<file path="config.mk">
export PLATFORM = sky130hd
export DESIGN_NAME = imheq_cmp
export DESIGN_NICKNAME = d
export VERILOG_FILES = /design/src/rtl/imheq_pkg.sv /design/src/rtl/imheq_cmp.sv
export SDC_FILE = /design/constraint.sdc
export NUM_CORES = 1
export LEC_CHECK = 0
export BUFFER_PORTS_ARGS = -buffer_cell sky130_fd_sc_hd__buf_2
export CORE_MARGIN = 2
export CORE_UTILIZATION = 42
export DETAILED_ROUTE_END_ITERATION = 10
export GPL_TIMING_DRIVEN = 0
export PLACE_DENSITY = 0.85
export SYNTH_ARGS = -nofsm -noshare
export SYNTH_HDL_FRONTEND = slang
export SYNTH_SLANG_ARGS = --single-unit
</file>
<file path="constraint.sdc">
create_clock -name clk -period 2.6 [get_ports clk]
set_input_delay 0.39 -clock clk [delete_from_list [all_inputs] [get_ports clk]]
set_output_delay 0.39 -clock clk [all_outputs]
set_load 0.005 [all_outputs]
</file>
<file path="src/rtl/imheq_pkg.sv">
// ----------------------------------------------------------------------------
// imheq_pkg
// Shared types and constants for the indexed min-heap event queue.
// ----------------------------------------------------------------------------
package imheq_pkg;

  localparam int NUM_IDS       = 64;
  localparam int ID_BITS       = 6;
  localparam int CNT_BITS      = 7;
  localparam int TIME_BITS     = 32;
  localparam int PARTICLE_BITS = 10;
  localparam logic [CNT_BITS-1:0] MAX_HELD = 7'd64;

  typedef enum logic [1:0] {
    OP_INSERT = 2'd0,
    OP_DELETE = 2'd1,
    OP_REKEY  = 2'd2,
    OP_PURGE  = 2'd3
  } op_t;

  typedef enum logic [1:0] {
    ST_OK       = 2'd0,
    ST_FULL     = 2'd1,
    ST_NOT_HERE = 2'd2
  } status_t;

  typedef enum logic [4:0] {
    S_IDLE, S_DECODE,
    S_DEL_RD, S_DEL_LD, S_DEL_T,
    S_SW_START, S_SW_PID, S_SW_PT, S_SW_DEC,
    S_SK_START, S_SK_LID, S_SK_LT, S_SK_RT, S_SK_SEL, S_SK_CMP, S_SK_DEC,
    S_PLACE,
    S_PG_RD, S_PG_ID, S_PG_CHK,
    S_SUM1, S_SUM2, S_EMIT
  } state_t;

endpackage

</file>
<file path="src/rtl/imheq_cmp.sv">
// ----------------------------------------------------------------------------
// imheq_cmp
// Shared time comparator: registered strict less-than of two keys.
// ----------------------------------------------------------------------------
module imheq_cmp (
  input  logic                           clk,
  input  logic [imheq_pkg::TIME_BITS-1:0] a,
  input  logic [imheq_pkg::TIME_BITS-1:0] b,
  output logic                           lt_r
);
  import imheq_pkg::*;

  always_ff @(posedge clk) begin
    lt_r <= (a < b);
  end

endmodule

</file>
==> results of run 1 <==
[kinds of logic after synthesis]
kind of cell | after synthesis
buffers and inverters | 31
AND/OR/NAND/NOR | 24
adder cells (fa/ha/maj) | 31
AO/OA/AOI/OAI | 24
flip-flops | 1
[worst paths after layout]
| check | slack (ns) | from | to |
|---|---|---|---|
| worst min-delay path | 0.77 | lt_r | lt_r |
| worst max-delay path | 0.73 | a[1] | lt_r |
[power by group through the flow]
| stage | clock network, W | registers (W) | logic, W |
|---|---|---|---|
| 3_3_place_gp | 0 | 0.0000180 | 0.000147 |
| 2_1_floorplan | 0 | 0.0000184 | 0.0000867 |
| 6_report | 0 | 0.0000179 | 0.000156 |
| 3_5_place_dp | 0 | 0.0000179 | 0.000157 |
| 5_1_grt | 0 | 0.0000182 | 0.000181 |
| 4_1_cts | 0 | 0.0000179 | 0.000158 |
[cell usage after synthesis, drive strengths merged]
| library cell | instances |
|---|---|
| o21a | 2 |
| a21o | 2 |
| nand2 | 10 |
| inv | 31 |
| nand2b | 1 |
| nor4b | 1 |
| ha | 31 |
| o21ai | 4 |
| a21oi | 11 |
| or4 | 1 |
| o2bb2ai | 1 |
| nor3 | 1 |
| a2111oi | 1 |
| nor2 | 4 |
| dfxtp | 1 |
| a21boi | 1 |
| nand3 | 2 |
| and4 | 2 |
| a221oi | 2 |
| nand4 | 2 |
[cell type report]
type / count / area [um^2] / area share
inverter: 31 / 116 / 0.0990
multi-input combinational: 79 / 682 / 0.580
sequential: 1 / 20.0 / 0.0170
tap: 25 / 31.3 / 0.0266
timing repair buffer: 65 / 325 / 0.277
[metrics by stage]
stage | utilization | total power (W) | cell area, um^2
after floorplan | - | 0.000105 | 818
after global placement | 0.659 | 0.000165 | 1170
after detailed placement | 0.659 | 0.000175 | 1170
after CTS | 0.659 | 0.000176 | 1170
after global routing | 0.659 | 0.000199 | 1170
final | 0.659 | 0.000174 | 1170
[critical path, cell delays in order]
cell and delay, ns:
buf_2 0.10, ha_1 0.32, a2111oi_4 0.29, nor4b_1 0.08, or4_1 0.48, a21oi_1 0.13
[layer usage]
| layer | vias up | track usage |
|---|---|---|
| met5 | - | 0 |
| met4 | 0 | 0.0378 |
| met3 | 2 | 0.00741 |
| met2 | 42 | 0.376 |
| met1 | 397 | 0.161 |
| li1 | 511 | - |
==> run metrics, run 1 <==
final worst path period share 0.719; pwr dens between 100 and 150 nW/um^2; XOR/XNOR Fraction of Synth Area 0; met1 WL between 700 and 800 um; final setup TNS 0 ns; RSZ-0062 raised after global routing false; DRC 0; DP Wirelength 1.87 mm; syn nets about 210; Static Leak between 0.7 and 0.8 nW; Area contributors post-synth ha_1 47%, inv_1 14%, a21oi_1 6.7%; type of the most critical hold path flop to output port; number of flip-flops in the largest register 1; final WL roughly 1.9 mm; vias in the first global route 869; Biggest register lt_r; pre-CTS setup slack between 0.7 and 0.8 ns; highest routed layer met4; post-synthesis compound-gate area fraction 0.203; max_cap viols 0; first-pass GRT wire length 2.95 mm; Setup Crit Path Kind input pin to flop; Die ar. around 2300 um^2; Simple-Gate Fraction of Synth Area 0.156; switching share of power 0.403; area of the mapped netlist 818 um^2; Ant. Diodes 0; commonest non-fill, non-tap cell in the layout buf_2; Clock transition at path regs 0 ns; Worst IR Drop VDD between 70 and 80 uV; WL/cell 9.55 um; CP startpoint kind input pin; post-synthesis register bit count 1; post-CTS setup buffers 0; Slew headroom 0.840; met2 routed WL between 1 and 1.5 mm; fin crit period around 1.9 ns; most frequent cells in the layout 65 x buf_2, 31 x inv_1, 31 x ha_1; vias after detailed routing 952; port bufs 65; row count 15; worst-margin pin slew 0.236 ns; post-cts sizing count 0; multiplexer share of the synthesized area 0; Int Pwr around 0.00010 W; Placed Instances 201; yosys warns 0; post-synth cell types 20; Worst EP arrival between 1.5 and 2 ns; Fill cells 157; Nets 274; Horiz. Die Dim 48.1 um; FMAX around 540 MHz; Seq pwr share 0.103; Psw ~0.00007 W; Seq/Total Area, Yosys 0.0245; Clk pwr share 0; Finished Layout Cells 201; Hold Fails Final Rpt 0; run status complete, no violations; Yosys top cell by area ha_1; met3 wire length between 100 and 150 um; setup violators final 0; die span in y between 40 and 50 um; Max FO, Critical Path 1; Required @ worst endpoint about 2.5 ns; Pins Over Slew Limit 0; worst hold stages 1; IO Pins between 60 and 70; Core Box Area roughly 1800 um^2; Avg Synthesized Cell Area roughly 7.4 um^2; WHS 0.767 ns; post-synth top area share 0.474; drt pass-1 iters 2; Worst Setup Slack, final 0.732 ns; Cells after Synth 111; RePlAce Congestion just over 0.7; combinational power share 0.897; share of cells above drive strength 1 0.381; initial DRC count 4; total grt overflow 0; P&R area growth vs syn 43.6%; initial antenna violation count 0; Post-DRT Antenna Nets 0; drt via density roughly 4.7; Largest regs lt_r (1); Initial Utilization 0.459; main combinational cell family by area after synthesis adder cells; overall routing resource usage 0.169; Critical Path End Type flop; largest net degree at the start of global routing 4; cts-stage hold buffer count 0; adder-cell share of the synthesized area 0.474
Power figures use the tool's default switching activity.
==> run 2, diff against run 1 <==
--- a/config.mk
+++ b/config.mk
@@ -7,10 +7,10 @@
 export LEC_CHECK = 0
 export BUFFER_PORTS_ARGS = -buffer_cell sky130_fd_sc_hd__buf_2
 export CORE_MARGIN = 2
-export CORE_UTILIZATION = 42
+export CORE_UTILIZATION = 35
 export DETAILED_ROUTE_END_ITERATION = 10
 export GPL_TIMING_DRIVEN = 0
-export PLACE_DENSITY = 0.85
+export PLACE_DENSITY = 0.76
 export SYNTH_ARGS = -nofsm -noshare
 export SYNTH_HDL_FRONTEND = slang
 export SYNTH_SLANG_ARGS = --single-unit
==> constraint.sdc (replaced) <==
create_clock -name clk -period 1.52 [get_ports clk]
set_input_delay 0.228 -clock clk [delete_from_list [all_inputs] [get_ports clk]]
set_output_delay 0.228 -clock clk [all_outputs]
set_load 0.005 [all_outputs]
==> run metrics, run 2 (synthesis results as in run 1) <==
run status finished with violations; violated checks setup timing; total grt overflow 0; Hold Startpoint lt_r; max_cap viols 0; Finished Layout Cells approximately 200; Worst Setup Slack, final -0.133 ns; die span in y between 50 and 60 um; Tot Pwr between 0.0003 and 0.0004 W; Initial Utilization 0.370; port bufs 65; WHS Endpoint lt_r; RePlAce Congestion ~0.72; row count 17; drt via density just under 5; overall routing resource usage 0.161; cts-stage hold buffer count 0; first-pass GRT wire length approximately 3.5 mm; worst-margin pin slew just over 0.3 ns; WL/cell 11.1 um; Nets ~270; pwr dens around 270 nW/um^2; Die ar. 2740 um^2; number of flip-flops in the largest register 1; Horiz. Die Dim ~52 um; final WL around 2.3 mm; drt pass-1 iters 4; post-CTS setup buffers 0; Core Box Area approximately 2200 um^2; Largest regs lt_r (1); DRC 0; Static Leak 0.773 nW; Hold Fails Final Rpt 0; IO Pins 66; Ant. Diodes 0; fin crit period between 1.5 and 2 ns; type of the most critical hold path flop to output port; FMAX 605 MHz; most frequent cells in the layout 63 x buf_2, 30 x inv_1, 27 x ha_1; WHS about 0.6 ns; worst hold stages 1; CP startpoint kind input pin; final worst path period share 1.09; Worst IR Drop VDD ~140 uV; Pins Over Slew Limit 0; DP Wirelength 2.02 mm; Placed Instances between 200 and 250; RSZ-0062 raised after global routing true; Worst EP arrival about 1.6 ns; largest net degree at the start of global routing 4; commonest non-fill, non-tap cell in the layout buf_2; vias after detailed routing 980; Slew headroom 0.796; Required @ worst endpoint 1.45 ns; setup violators final 1; share of cells above drive strength 1 0.443; Critical Path End Type flop; Max FO, Critical Path 1; Clock transition at path regs 0 ns; initial antenna violation count 0; Biggest register lt_r; P&R area growth vs syn 55.0%; vias in the first global route 977; Post-DRT Antenna Nets 0; initial DRC count 4; Setup Crit Path Kind input pin to flop
[run 2: final cells by class]
cell class,count,area (um^2)
timing repair buffer,65,338
fill,211,943
tap,28,35.0
inverter,31,119
sequential,1,20.0
multi-input combinational,79,757
[run 2: how the worst max path moves through the flow]
stage / from / to / slack (ns)
after global routing: b[1] / lt_r / -0.19
after CTS: a[2] / lt_r / -0.14
after global placement: a[14] / lt_r / -0.16
after detailed placement: a[14] / lt_r / -0.17
final: b[1] / lt_r / -0.13
after floorplan: b[14] / lt_r / 0.05
[run 2: power by group]
| part | switching (W) | total [W] | internal (W) | leakage (nW) |
|---|---|---|---|---|
| Clock | 0 | 0 | 0 | 0 |
| Sequential | 0.000000570 | 0.0000308 | 0.0000302 | 0.00843 |
| Combinational | 0.000139 | 0.000306 | 0.000167 | 0.765 |
| Total | 0.000140 | 0.000337 | 0.000197 | 0.773 |
[run 2: stage by stage]
step                instance area [um^2]  TNS [ns]   util  setup slack [ns]
global route                        1270    -0.185  0.574            -0.185
detailed placement                  1190    -0.166  0.538            -0.166
floorplan                            831         0      -            0.0456
finish                              1270    -0.133  0.574            -0.133
CTS                                 1230    -0.140  0.558            -0.140
global placement                    1190    -0.157  0.538            -0.157
[run 2: what timing repair did]
| action | 4_1_cts | 5_1_grt |
|---|---|---|
| pin swaps | 2 | 1 |
| resized for setup | 6 | 8 |
| endpoints found under the setup margin | 1 | 1 |
[run 2: worst max-delay path: stages]
cell,delay [ns]
buf_6,0.10
inv_4,0.04
ha_4,0.19
a2111oi_4,0.33
nor4b_2,0.09
or4_4,0.49
a21oi_2,0.12
[run 2: per-layer routing]
metal | GRT usage | routed length (um) | up-vias
li1 | - | - | 513
met1 | 0.155 | 820 | 420
met2 | 0.375 | 1270 | 47
met3 | 0.00286 | 177 | 0
met4 | 0 | 0 | 0
met5 | 0 | 0 | -
==> run 3, diff against run 2 <==
--- a/config.mk
+++ b/config.mk
@@ -10,7 +10,7 @@
 export CORE_UTILIZATION = 35
 export DETAILED_ROUTE_END_ITERATION = 10
 export GPL_TIMING_DRIVEN = 0
-export PLACE_DENSITY = 0.76
+export PLACE_DENSITY = 0.72
 export SYNTH_ARGS = -nofsm -noshare
 export SYNTH_HDL_FRONTEND = slang
 export SYNTH_SLANG_ARGS = --single-unit
==> run metrics, run 3 (synthesis results as in run 1) <==
final WL approximately 2.0 mm; pre-CTS setup slack -0.152 ns; Nets between 200 and 300; share of cells above drive strength 1 0.420; cts-stage hold buffer count 0; pwr dens ~260 nW/um^2; worst-margin pin slew about 0.27 ns; Critical Path End Type flop; Setup Crit Path Kind input pin to flop; violated checks setup timing; drt pass-1 iters 2; Core Box Area 2210 um^2; Largest regs lt_r (1); final worst path period share 1.09; max_cap viols 0; vias in the first global route approximately 930; DRC 0; Worst EP arrival around 1.6 ns; Post-DRT Antenna Nets 0; drt via density 4.77; WL/cell roughly 10 um; CP Launch Point a[13]; port bufs 65; worst hold stages 1; die span in y 52.4 um; P&R area growth vs syn 49.1%; first-pass GRT wire length approximately 3.2 mm; commonest non-fill, non-tap cell in the layout buf_2; Clock transition at path regs 0 ns; FMAX a little over 600 MHz; initial antenna violation count 0; DP Wirelength 1.91 mm; type of the most critical hold path flop to output port; initial DRC count 5; Required @ worst endpoint between 1 and 1.5 ns; Hold Startpoint lt_r; RSZ-0062 raised after global routing true; Hold Fails Final Rpt 0; Max FO, Critical Path 2; total grt overflow 0; Worst Setup Slack, final -0.137 ns; post-CTS setup buffers 0; Initial Utilization 0.370; run status finished with violations; RePlAce Congestion ~0.6; number of flip-flops in the largest register 1; IO Pins 66; most frequent cells in the layout 65 x buf_2, 30 x inv_1, 29 x ha_1; Layout Utilization 0.551; vias after detailed routing just under 1,000; setup violators final 1; overall routing resource usage 0.145; Biggest register lt_r; Worst IR Drop VDD about 110 uV; row count 17; Pins Over Slew Limit 0; Tot Pwr ~0.00032 W; Horiz. Die Dim approximately 52 um; Slew headroom 0.822; Static Leak approximately 0.77 nW; CP startpoint kind input pin; fin crit period about 1.7 ns; largest net degree at the start of global routing 4; Ant. Diodes 0; Die ar. between 2000 and 3000 um^2
[run 3: changes by cell type in the layout (fill, tap and decap cells not counted)]
cell     before  now
a21oi_2       2    1
ha_4          4    2
ha_1         27   29
a21oi_1       9   10
inv_2         0    1
nor3_2        1    0
inv_4         1    0
nor3_1        0    1
buf_6         2    0
buf_2        63   65
[run 3: worst paths after layout]
kind,end,slack [ns]
setup / recovery,lt_r,-0.14
hold / removal,lt_r,0.61
[run 3: worst max-delay path, cell delays in order]
cell     delay, ns
buf_2         0.10
ha_1          0.30
nand4_1       0.13
nor3_1        0.08
nor4b_2       0.16
or4_4         0.48
a21oi_2       0.12
[run 3: what timing repair did]
item                                   in CTS  in global routing
endpoints found under the hold margin       0                  0
resized for setup                           0                  7
pin swaps                                   1                  1
setup endpoints to repair                   1                  1
[run 3: power by group]
part           leakage, nW  internal, W  switching [W]
logic                0.759     0.000157       0.000127
registers          0.00843    0.0000302    0.000000642
clock network            0            0              0
total                0.768     0.000187       0.000128
[run 3: area by class of cell]
class                   instances  area [um^2]
well taps                      28         35.0
flip-flops and latches          1         20.0
multi-input cells              79          723
fillers                       223          992
repair buffers                 65          325
inverters                      31          116
[run 3: routing by layer]
metal,up-vias,GRT usage,share of wire
li1,511,-,-
met3,0,0.00571,0.077
met2,44,0.333,0.53
met1,419,0.140,0.39
met5,-,0,0
met4,0,0.00855,0
[run 3: metrics by stage]
stage          std cells  hold slack, ns  TNS, ns  instance area [um^2]
4_1_cts              204           0.610   -0.143                  1190
3_5_place_dp         204           0.610   -0.152                  1190
3_3_place_gp         204           0.606   -0.170                  1190
2_1_floorplan        111           0.512        0                   831
5_1_grt              204           0.627   -0.215                  1220
6_report             204           0.610   -0.137                  1220
